`config.mk`:
```
export PLATFORM = sky130hd
export DESIGN_NAME = n_step_discounted_return
export DESIGN_NICKNAME = d
export VERILOG_FILES = /design/src/sv/nsdr_pkg.sv /design/src/sv/nsdr_window.sv /design/src/sv/nsdr_mac.sv /design/src/sv/n_step_discounted_return.sv
export VERILOG_INCLUDE_DIRS = /design/src /design/src/sv
export SDC_FILE = /design/constraint.sdc
export NUM_CORES = 2
export LEC_CHECK = 0
export BUFFER_PORTS_ARGS = -buffer_cell sky130_fd_sc_hd__buf_2
export CAP_MARGIN = 20
export CORE_MARGIN = 2
export CORE_UTILIZATION = 64
export CTS_CLUSTER_DIAMETER = 120
export DETAILED_ROUTE_END_ITERATION = 10
export PLACE_DENSITY = 0.86
export SLEW_MARGIN = 5
export SYNTH_ARGS = -nofsm -noshare
export SYNTH_HDL_FRONTEND = slang
export SYNTH_HIERARCHICAL = 1
export SYNTH_SLANG_ARGS = --single-unit
export TNS_END_PERCENT = 30
```
`constraint.sdc`:
```
create_clock -name clk_i -period 10.95 [get_ports clk_i]
set_input_delay 1.6425 -clock clk_i [delete_from_list [all_inputs] [get_ports clk_i]]
set_output_delay 1.6425 -clock clk_i [all_outputs]
set_load 0.05 [all_outputs]
```
`src/sv/n_step_discounted_return_defines.svh`:
```
// ----------------------------------------------------------------------------
// n_step_discounted_return_defines.svh
// Assertion macros for the n-step discounted return block.
// ----------------------------------------------------------------------------
`ifndef N_STEP_DISCOUNTED_RETURN_DEFINES_SVH
`define N_STEP_DISCOUNTED_RETURN_DEFINES_SVH

`ifndef SYNTHESIS
// concurrent check on clk_i, quiet while in reset
`define NSDR_ASSERT(lbl, prop) \
  lbl: assert property (@(posedge clk_i) disable iff (!rst_ni) prop) \
    else $error("nsdr assertion failed");
// concurrent check on clk_i, also active during reset
`define NSDR_ASSERT_ALWAYS(lbl, prop) \
  lbl: assert property (@(posedge clk_i) prop) \
    else $error("nsdr assertion failed");
`else
`define NSDR_ASSERT(lbl, prop)
`define NSDR_ASSERT_ALWAYS(lbl, prop)
`endif

`endif

```
`src/sv/nsdr_pkg.sv`:
```
// ----------------------------------------------------------------------------
// nsdr_pkg
// Shared constants, payload types and control codes of the n-step return block.
// ----------------------------------------------------------------------------
package nsdr_pkg;

  // window geometry
  localparam int WINDOW_STEPS = 8;
  localparam int COUNT_W      = $clog2(WINDOW_STEPS + 1);
  localparam int IDX_W        = (WINDOW_STEPS > 1) ? $clog2(WINDOW_STEPS) : 1;

  // fixed-point widths
  localparam int GAMMA_W = 17;
  localparam int MUL_W   = 49;                                   // |r * p| <= 2^47
  localparam int TERM_W  = 33;                                   // rounded Q16.16 term
  localparam int ACC_W   = TERM_W + $clog2(WINDOW_STEPS + 2);    // sum of N+1 terms

  localparam logic [GAMMA_W-1:0] GAMMA_ONE   = 17'd65536;
  localparam logic [GAMMA_W-1:0] GAMMA_RESET = 17'd64881;

  // configuration port
  localparam int PADDR_W = 3;
  localparam logic CFG_IDX_DISCOUNT = 1'b0;

  // shared unit operations
  localparam int MAC_OP_W = 3;
  localparam logic [MAC_OP_W-1:0] MAC_NOP     = 3'd0;
  localparam logic [MAC_OP_W-1:0] MAC_INIT    = 3'd1;  // acc = 0, p = one
  localparam logic [MAC_OP_W-1:0] MAC_TERM    = 3'd2;  // product = operand * p
  localparam logic [MAC_OP_W-1:0] MAC_ACC_POW = 3'd3;  // acc += rnd(product), product = p * g
  localparam logic [MAC_OP_W-1:0] MAC_POW_UPD = 3'd4;  // p = rnd(product)
  localparam logic [MAC_OP_W-1:0] MAC_ACC     = 3'd5;  // acc += rnd(product)

  typedef struct packed {
    logic [15:0]        state_tag;
    logic [7:0]         action_taken;
    logic signed [31:0] step_reward;
    logic signed [31:0] bootstrap_value;
    logic               episode_done;
  } in_item_t;

  typedef struct packed {
    logic [15:0]        out_state_tag;
    logic [7:0]         out_action;
    logic signed [31:0] discounted_return;
    logic               last_of_run;
  } out_item_t;

  typedef struct packed {
    logic [15:0]        tag;
    logic [7:0]         action;
    logic signed [31:0] reward;
  } win_entry_t;

  typedef struct packed {
    logic [MAC_OP_W-1:0] op;
    logic signed [31:0]  operand;
  } mac_ctrl_t;

endpackage

```
`src/sv/nsdr_window.sv`:
```
// ----------------------------------------------------------------------------
// nsdr_window
// Shift line holding the steps of the window, oldest at entry zero.
// ----------------------------------------------------------------------------
module nsdr_window import nsdr_pkg::*; (
  input  logic               clk_i,
  input  logic               wr_en_i,
  input  logic [IDX_W-1:0]   wr_idx_i,
  input  win_entry_t         wr_entry_i,
  input  logic               shift_i,
  input  logic [IDX_W-1:0]   rd_idx_i,
  output logic signed [31:0] rd_reward_o,
  output win_entry_t         head_o
);

  win_entry_t entry_q [WINDOW_STEPS];

  // append at the fill position, or drop the oldest step
  always_ff @(posedge clk_i) begin
    if (wr_en_i) begin
      entry_q[wr_idx_i] <= wr_entry_i;
    end else if (shift_i) begin
      for (int i = 0; i < WINDOW_STEPS - 1; i++) begin
        entry_q[i] <= entry_q[i + 1];
      end
    end
  end

  assign rd_reward_o = entry_q[rd_idx_i].reward;
  assign head_o      = entry_q[0];

endmodule

```
`src/sv/nsdr_mac.sv`:
```
// ----------------------------------------------------------------------------
// nsdr_mac
// Shared multiplier with accumulator and running power of gamma.
// ----------------------------------------------------------------------------
module nsdr_mac import nsdr_pkg::*; (
  input  logic               clk_i,
  input  logic               rst_ni,
  input  mac_ctrl_t          ctrl_i,
  input  logic [GAMMA_W-1:0] gamma_i,
  output logic signed [31:0] ret_o
);

  logic signed [MUL_W-1:0] mul_q, mul_d;
  logic signed [ACC_W-1:0] acc_q, acc_d;
  logic [GAMMA_W-1:0]      pow_q, pow_d;

  logic signed [TERM_W-1:0]      a_op;
  logic [GAMMA_W-1:0]            b_op;
  logic signed [TERM_W+GAMMA_W:0] prod;
  logic signed [MUL_W-1:0]       rnd_sum;
  logic signed [TERM_W-1:0]      term;

  // operand select for the single multiplier
  always_comb begin
    if (ctrl_i.op == MAC_ACC_POW) begin
      a_op = $signed({{(TERM_W-GAMMA_W){1'b0}}, pow_q});
      b_op = gamma_i;
    end else begin
      a_op = {ctrl_i.operand[31], ctrl_i.operand};
      b_op = pow_q;
    end
  end

  assign prod    = a_op * $signed({1'b0, b_op});
  assign rnd_sum = mul_q + MUL_W'(32768);
  assign term    = rnd_sum[MUL_W-1:16];

  // step the accumulator and power registers per operation
  always_comb begin
    mul_d = mul_q;
    acc_d = acc_q;
    pow_d = pow_q;
    case (ctrl_i.op)
      MAC_INIT: begin
        acc_d = '0;
        pow_d = GAMMA_ONE;
      end
      MAC_TERM: begin
        mul_d = prod[MUL_W-1:0];
      end
      MAC_ACC_POW: begin
        acc_d = acc_q + ACC_W'(term);
        mul_d = prod[MUL_W-1:0];
      end
      MAC_POW_UPD: begin
        pow_d = rnd_sum[GAMMA_W+15:16];
      end
      MAC_ACC: begin
        acc_d = acc_q + ACC_W'(term);
      end
      default: begin
      end
    endcase
  end

  always_ff @(posedge clk_i or negedge rst_ni) begin
    if (!rst_ni) begin
      acc_q <= '0;
      pow_q <= GAMMA_ONE;
    end else begin
      acc_q <= acc_d;
      pow_q <= pow_d;
    end
  end

  always_ff @(posedge clk_i) begin
    mul_q <= mul_d;
  end

  // saturate to signed 32 bits
  always_comb begin
    if (acc_q[ACC_W-1:31] == '0 || acc_q[ACC_W-1:31] == '1) begin
      ret_o = acc_q[31:0];
    end else if (acc_q[ACC_W-1]) begin
      ret_o = 32'sh8000_0000;
    end else begin
      ret_o = 32'sh7FFF_FFFF;
    end
  end

endmodule

```
`src/sv/n_step_discounted_return.sv`:
```
// ----------------------------------------------------------------------------
// n_step_discounted_return
// N-step discounted return over a sliding window of experience steps.
// ----------------------------------------------------------------------------
// Each accepted step is appended to an eight-step window. A step that neither
// fills the window nor ends the episode produces no result. A full window
// produces one bootstrapped result for its oldest step; a done step flushes
// the whole window, oldest first, last_of_run on the final one. Every window
// term goes through one shared multiplier as reward times power, then power
// times gamma, then the power update; a full-window result adds a bootstrap
// term after the window terms. The input is stalled while results are
// computed; the output register lets a new step be taken while the last
// result still waits.
// ----------------------------------------------------------------------------
`include "n_step_discounted_return_defines.svh"

module n_step_discounted_return import nsdr_pkg::*; (
  input  logic               clk_i,
  input  logic               rst_ni,
  // step input
  input  logic               in_valid_i,
  output logic               in_stall_o,
  input  in_item_t           in_data_i,
  // result output
  output logic               out_valid_o,
  input  logic               out_stall_i,
  output out_item_t          out_data_o,
  // configuration
  input  logic               psel,
  input  logic               penable,
  input  logic               pwrite,
  input  logic [PADDR_W-1:0] paddr,
  input  logic [31:0]        pwdata,
  output logic [31:0]        prdata,
  output logic               pready
);

  localparam logic [2:0] ST_IDLE = 3'd0;
  localparam logic [2:0] ST_TMUL = 3'd1;
  localparam logic [2:0] ST_TACC = 3'd2;
  localparam logic [2:0] ST_PUPD = 3'd3;
  localparam logic [2:0] ST_BMUL = 3'd4;
  localparam logic [2:0] ST_BACC = 3'd5;
  localparam logic [2:0] ST_EMIT = 3'd6;

  logic [2:0]         state_q, state_d;
  logic [COUNT_W-1:0] count_q, count_d;
  logic [IDX_W-1:0]   k_q, k_d;
  logic               flush_q, flush_d;
  logic signed [31:0] boot_q, boot_d;
  logic [GAMMA_W-1:0] discount_q;
  logic               out_valid_q;
  out_item_t          out_q;

  mac_ctrl_t          mac_ctrl;
  logic [GAMMA_W-1:0] gamma;
  logic signed [31:0] ret;
  logic               win_wr;
  logic               win_shift;
  win_entry_t         win_in;
  win_entry_t         win_head;
  logic signed [31:0] rd_reward;
  logic               out_load;
  logic               k_last;
  logic               cfg_wr;

  // configuration register
  assign pready = 1'b1;
  assign cfg_wr = psel && penable && pwrite && (paddr[2] == CFG_IDX_DISCOUNT);

  always_ff @(posedge clk_i or negedge rst_ni) begin
    if (!rst_ni) begin
      discount_q <= GAMMA_RESET;
    end else if (cfg_wr) begin
      discount_q <= pwdata[GAMMA_W-1:0];
    end
  end

  assign prdata = (paddr[2] == CFG_IDX_DISCOUNT) ? {{(32-GAMMA_W){1'b0}}, discount_q} : '0;
  assign gamma  = (discount_q > GAMMA_ONE) ? GAMMA_ONE : discount_q;

  // window and shared unit
  assign win_in = '{tag: in_data_i.state_tag, action: in_data_i.action_taken,
                    reward: in_data_i.step_reward};

  nsdr_window u_window (
    .clk_i      (clk_i),
    .wr_en_i    (win_wr),
    .wr_idx_i   (count_q[IDX_W-1:0]),
    .wr_entry_i (win_in),
    .shift_i    (win_shift),
    .rd_idx_i   (k_q),
    .rd_reward_o(rd_reward),
    .head_o     (win_head)
  );

  nsdr_mac u_mac (
    .clk_i  (clk_i),
    .rst_ni (rst_ni),
    .ctrl_i (mac_ctrl),
    .gamma_i(gamma),
    .ret_o  (ret)
  );

  assign k_last = (COUNT_W'(k_q) == count_q - COUNT_W'(1));

  // sequencer
  always_comb begin
    state_d          = state_q;
    count_d          = count_q;
    k_d              = k_q;
    flush_d          = flush_q;
    boot_d           = boot_q;
    mac_ctrl.op      = MAC_NOP;
    mac_ctrl.operand = rd_reward;
    win_wr           = 1'b0;
    win_shift        = 1'b0;
    out_load         = 1'b0;
    case (state_q)
      ST_IDLE: begin
        if (in_valid_i) begin
          win_wr  = 1'b1;
          count_d = count_q + COUNT_W'(1);
          boot_d  = in_data_i.bootstrap_value;
          flush_d = in_data_i.episode_done;
          if (in_data_i.episode_done || count_q == COUNT_W'(WINDOW_STEPS - 1)) begin
            mac_ctrl.op = MAC_INIT;
            k_d         = '0;
            state_d     = ST_TMUL;
          end
        end
      end
      ST_TMUL: begin
        mac_ctrl.op = MAC_TERM;
        state_d     = ST_TACC;
      end
      ST_TACC: begin
        mac_ctrl.op = MAC_ACC_POW;
        state_d     = ST_PUPD;
      end
      ST_PUPD: begin
        mac_ctrl.op = MAC_POW_UPD;
        if (k_last) begin
          state_d = flush_q ? ST_EMIT : ST_BMUL;
        end else begin
          k_d     = k_q + IDX_W'(1);
          state_d = ST_TMUL;
        end
      end
      ST_BMUL: begin
        mac_ctrl.op      = MAC_TERM;
        mac_ctrl.operand = boot_q;
        state_d          = ST_BACC;
      end
      ST_BACC: begin
        mac_ctrl.op = MAC_ACC;
        state_d     = ST_EMIT;
      end
      ST_EMIT: begin
        if (!out_valid_q || !out_stall_i) begin
          out_load  = 1'b1;
          win_shift = 1'b1;
          count_d   = count_q - COUNT_W'(1);
          if (flush_q && count_q != COUNT_W'(1)) begin
            mac_ctrl.op = MAC_INIT;
            k_d         = '0;
            state_d     = ST_TMUL;
          end else begin
            state_d = ST_IDLE;
          end
        end
      end
      default: begin
        state_d = ST_IDLE;
      end
    endcase
  end

  always_ff @(posedge clk_i or negedge rst_ni) begin
    if (!rst_ni) begin
      state_q <= ST_IDLE;
      count_q <= '0;
      k_q     <= '0;
      flush_q <= 1'b0;
    end else begin
      state_q <= state_d;
      count_q <= count_d;
      k_q     <= k_d;
      flush_q <= flush_d;
    end
  end

  always_ff @(posedge clk_i) begin
    boot_q <= boot_d;
  end

  // output register
  always_ff @(posedge clk_i or negedge rst_ni) begin
    if (!rst_ni) begin
      out_valid_q <= 1'b0;
    end else if (out_load) begin
      out_valid_q <= 1'b1;
    end else if (!out_stall_i) begin
      out_valid_q <= 1'b0;
    end
  end

  always_ff @(posedge clk_i) begin
    if (out_load) begin
      out_q.out_state_tag     <= win_head.tag;
      out_q.out_action        <= win_head.action;
      out_q.discounted_return <= ret;
      out_q.last_of_run       <= !flush_q || (count_q == COUNT_W'(1));
    end
  end

  assign in_stall_o  = (state_q != ST_IDLE);
  assign out_valid_o = out_valid_q;
  assign out_data_o  = out_q;

  // checks
  `NSDR_ASSERT(a_idle_not_full, (state_q == ST_IDLE) |-> (count_q < COUNT_W'(WINDOW_STEPS)))
  `NSDR_ASSERT(a_term_in_window,
    (state_q == ST_TMUL || state_q == ST_TACC || state_q == ST_PUPD) |-> (COUNT_W'(k_q) < count_q))
  `NSDR_ASSERT(a_boot_needs_full,
    (state_q == ST_BMUL) |-> (!flush_q && count_q == COUNT_W'(WINDOW_STEPS)))
  `NSDR_ASSERT(a_load_when_free, out_load |-> (!out_valid_q || !out_stall_i))

endmodule

```
Word-level counts from Yosys, hierarchy flattened
Memories as Yosys holds them, arrays and structs flattened. A register that Yosys moved wholly into a read port is not among the register bits.
Index checks and enable logic that the tools add are counted.
- $mul: 1
- bitwise operators: 1
- order comparisons: 1
- reduce and logical (&&, ||, !) cells: 26
- equality and inequality tests: 22
- $add $sub $neg: 5
- muxes and demuxes: 43
- operators with widths (operator ; number):
    $mux W32 ; 3
    $pmux W37 S2 ; 1
    $mux W56 ; 1
    $reduce_or A56 Y1 ; 1
    $mux W17 ; 3
    $add A49 B17 Y49 const B ; 1
    $mul A33 B18 Y49 ; 1
    $add A37 B33 Y37 ; 1
    $pmux W17 S2 ; 1
    $mux W33 ; 1
    $mux W3 ; 10
    $pmux W3 S7 ; 1
    $pmux W3 S6 ; 1
    $gt A17 B17 Y1 const B ; 1
    $mux W1 ; 16
    $eq A3 B3 Y1 const B ; 5
    $eq A3 B2 Y1 const B ; 4
    $ne A2 B2 Y1 const B ; 5
    $pmux W3 S3 ; 1
    $mux W4 ; 2
    $pmux W4 S2 ; 1
    $eq A3 B1 Y1 const B ; 2
    $eq A6 B6 Y1 const B ; 1
    $logic_not A6 Y1 ; 1
    other kinds (20) ; 34
- output and inout port bits: 92
- word-level logic and storage cells: 112
- memory bits (writable): 448
- memories: 1
- bits of input ports: 131
- flip-flop bits (word level): 197
- memories (memory ; words ; bits a word ; read ports ; clocked after Yosys merged registers in ; wr ports ; RTL line ; source):
    u_window.entry_q ; 8 ; 56 ; 9 ; 1 ; 7 ; nsdr_window.sv:16 ; win_entry_t entry_q [WINDOW_STEPS];

Longest topological paths before layout
- depth in word-level cells: 9
- gate-level depth with buffers: 35
- depth with buffers taken out: 31

Modules after synthesis
The synthesis kept the hierarchy.
- modules (own cells, without submodules) (module ; area each (um^2) ; times used ; cells each ; seq. area each (um^2)):
    nsdr_mac ; 24478.5 ; 1 ; 2789 ; 2373.5
    nsdr_window ; 20244.4 ; 1 ; 1014 ; 13452.9
    n_step_discounted_return ; 4872.2 ; 1 ; 316 ; 3412.0

Least setup slack after synthesis
OpenSTA, ideal clock, no wires.
- kind: register to register
- from: register state_q[1]
- to: register u_mac.mul_q[47] (data pin)
- arrival: 9.309 ns
- stages on the path, launching flop included: 32
- setup slack: 1.377 ns
- library setup time: 0.264 ns
- required time: 10.686 ns
- cells stage by stage: dfrtp_1 > clkbuf_1 > xor2_1 > o21a_1 > nor2b_1 > and2_1 > clkbuf_1 > buf_2 > mux2i_1 > clkbuf_1 > nor2_1 > fa_1 > inv_1 > fa_1 > fa_1 > inv_1 > fa_1 > fa_1 > inv_1 > fa_1 > inv_1 > ha_1 > a21oi_1 > o21ai_0 > a22oi_1 > nand3_1 > a21o_1 > a41o_1 > nor2b_1 > o31ai_1 > a31oi_1 > xor2_1
- RTL lines (what ; RTL line ; source):
    from (decl) ; n_step_discounted_return.sv:46 ; logic [2:0] state_q, state_d;
    from (signal assigned) ; n_step_discounted_return.sv:186 ; state_q <= state_d;
    to (signal assigned) ; nsdr_mac.sv:77 ; mul_q <= mul_d;
    to (decl) ; nsdr_mac.sv:13 ; logic signed [MUL_W-1:0] mul_q, mul_d;

==> metrics.cfg <==
[logic_synthesis]
yosysUniqueCellTypes=79
synth-simple-area-share_pct=8.88
yosys.area.top_type=sky130_fd_sc_hd__edfxtp_1
synth.area.top_cells=sky130_fd_sc_hd__edfxtp_1 (35%), sky130_fd_sc_hd__fa_1 (21%), sky130_fd_sc_hd__mux2_2 (11%), sky130_fd_sc_hd__inv_1 (4.7%), sky130_fd_sc_hd__ha_1 (3.9%)
yosys.area.top_type_share_pct=34.6
synthXorXnorAreaFrac_pct=2.09
synth_async_sr_flop_share_pct=12.7
synth.top_cells.by_count=sky130_fd_sc_hd__inv_1 (617), sky130_fd_sc_hd__edfxtp_1 (571), sky130_fd_sc_hd__fa_1 (515), sky130_fd_sc_hd__mux2_2 (473), sky130_fd_sc_hd__nand2_1 (360)
post-synth-top-count-cell=sky130_fd_sc_hd__inv_1
synth-compound-area-share_pct=4.38
synthesis.instances=4119
combinational_family_with_the_most_area_after_synthesis=adder cells
synth_adder_area_share_pct=24.6
edff_count_synth=571
post_synth.cell_area_avg_sq_um=12.0
flip_flop_cell_with_the_highest_count_after_synthesis=sky130_fd_sc_hd__edfxtp_1
muxShareOfSynthArea_pct=14.6
ys_seq_elements=654
synth.cell_area_sq_um=49600
synth-warning-count=6
seq_area_frac_synth_pct=38.8

[drt]
detail-route-antenna-nets=0
detailed_route_wire_length_per_cell_um=22.0
via_per_inst=6.04
vias=32400
totalWireLength_mm=118
number_of_design_rule_violations_left_by_the_first_detailed_router_iteration=2662
drt_first_pass_iters=6
post-route-drc-count=0

[cts]
htreeDepth=3
cts_tree=yes
tritoncts.num_buffers=70
post-cts-setup-buffer-count=0
clock_tree.root_cell=sky130_fd_sc_hd__clkbuf_16
clock_path_buffers=3
number_of_instances_resized_during_post_cts_repair=0
cts.clk_slew.worst_paths_ns=0.06
hold_buffers=0
sink_count_of_the_clock_tree=654
clock_latency_on_the_worst_skew_pair_ns=0.64

[setup_path]
critical_path_class=in2reg
crit_top_cell=sky130_fd_sc_hd__fa_1
cp.buffers_inverters=6
critical_path_peak_fanout=52
critical_path.endpoint_type=register
critical_path.startpoint=out_stall_i
timing.critical_path.required_ns=11.32
critPathLaunchType=input port
critical_path.reg2reg.startpoint=count_q[1]
crit_path_top_delay_cell=sky130_fd_sc_hd__fa_1
max_stage_delay_ns=0.60
crit_arrival_ns=10.04
critical-path-top-delay-family=adder cells

[placement]
globalplace.congestion=0.922
place.port_buffers=189
hpwlAfterDp_mm=80.4

[sta]
min_period_over_period_pct=88.3
final-max-slew-violation-count=0
fin_skew_ns=0.0260
fmax_mhz=103
final_period_minus_worst_setup_slack_ns=9.67
hold_viol=0
slew_headroom_pct=27.9
fin_setup_tns_ns=0
setup_viol=0
rsz0062_at_grt=false
worst_slew_pin_slew_ns=1.05

[die]
fp-row-count=102
die_h_um=282
fp.coreArea_sq_um=77100
fp.dieArea_sq_um=79700
die-width_um=282
floorplan.initialDensity_pct=64.3
io-pin-count=223

[finish]
finalNetCount=5056
areaGrowthSynthToFinish_pct=9.04
finalCoreUtilization_pct=70.2
post_route_cells_drive_above_1_share_pct=21.3
final.fill_count=5053

[global_routing]
grt_first_pass_wirelength_mm=186
grt-ovfl-total=0
grt_pass1_vias=34600
gr_util_all_layers_pct=30.5
initial_antenna_violation_count=22
largest_net_degree_at_the_start_of_global_routing=186

[hold_path]
hold_path_class=reg2reg
holdCritStartpoint=u_window/entry_q[0][50]

[status]
run_status=finished clean

[job]
drv_cap=0

[cell type report]
class | count | area [sq um] | share of cell area (%)
repair buffers | 266 | 1560 | 2.89
well taps | 1040 | 1300 | 2.41
clock buffers | 83 | 1800 | 3.33
flip-flops and latches | 654 | 19200 | 35.6
multi-input cells | 2648 | 27300 | 50.4
diodes | 12 | 30.0 | 0.0555
clock inverters | 45 | 553 | 1.02
inverters | 617 | 2320 | 4.28
[layer usage]
metal	global-route usage (%)	vias to the layer above	part of all wire (%)
met5	0	-	0.16
met4	16.0	30	5.2
met3	7.23	483	8.8
met2	50.9	1528	49
met1	37.0	16300	37
li1	-	14100	-
[placed cells by master (no fill, tap or decap), drive strengths merged, types with 9 or more instances in the layout]
master | netlist | layout
a22o | 20 | 20
nand2b | 34 | 34
xnor2 | 67 | 67
diode | 0 | 12
a31oi | 9 | 9
mux2 | 473 | 473
buf | 79 | 265
o21a | 12 | 12
and3 | 124 | 124
conb | 2 | 16
mux2i | 31 | 31
nor3 | 14 | 14
clkinv | 0 | 32
nand2 | 360 | 360
inv | 617 | 620
nor2 | 253 | 253
xor2 | 49 | 49
or2 | 11 | 11
clkbuf | 135 | 84
nand4 | 18 | 18
a21oi | 81 | 81
ha | 153 | 153
a21o | 64 | 64
dfrtp | 71 | 71
dfstp | 12 | 12
mux4 | 64 | 64
fa | 515 | 515
o211ai | 11 | 11
nand3 | 35 | 35
and2 | 27 | 27
edfxtp | 571 | 571
nor2b | 45 | 45
o21ai | 81 | 81
[final timing paths]
kind,to,slack [ns],depth (start not counted)
max,u_mac/mul_q[41],1.28,28
min,out_data_o[51],0.41,0
max reg2reg,u_mac/mul_q[41],1.46,29
min reg2reg,out_data_o[51],0.41,0
max in group asynchronous,k_q[0],8.78,2
min in group asynchronous,discount_q[16],0.89,1
[through the flow]
step	area, sq um	std cells	hold slack, ns	worst slack, ns
global placement	51600	5222	0.402	0.889
floorplan	49600	4133	0.400	1.38
finish	54100	5365	0.411	1.28
CTS	54000	5350	0.418	1.45
detailed placement	51600	5222	0.405	0.813
global route	54100	5359	0.423	0.751
[sequential cells by signal, indices dropped and copies added, names as in the netlist]
register,flops
out_valid_o,1
u_mac/pow_q,17
boot_q,32
u_window/entry_q,448
k_q,3
out_data_o,57
state_q,3
count_q,4
discount_q,17
u_mac/mul_q,34
flush_q,1
u_mac/acc_q,37
[kinds of logic after synthesis]
| group | Yosys count |
|---|---|
| DFF | 654 |
| muxes | 568 |
| xor gates and xnor gates | 116 |
| other | 2 |
| and+or+nand+nor | 948 |
| adders and majority gates | 668 |
| buffers and inverters | 831 |
| AOI/OAI and AO/OA | 332 |
Power is not shown: default switching activity piles up to over one toggle a cycle in this logic, so the estimate is an artifact.
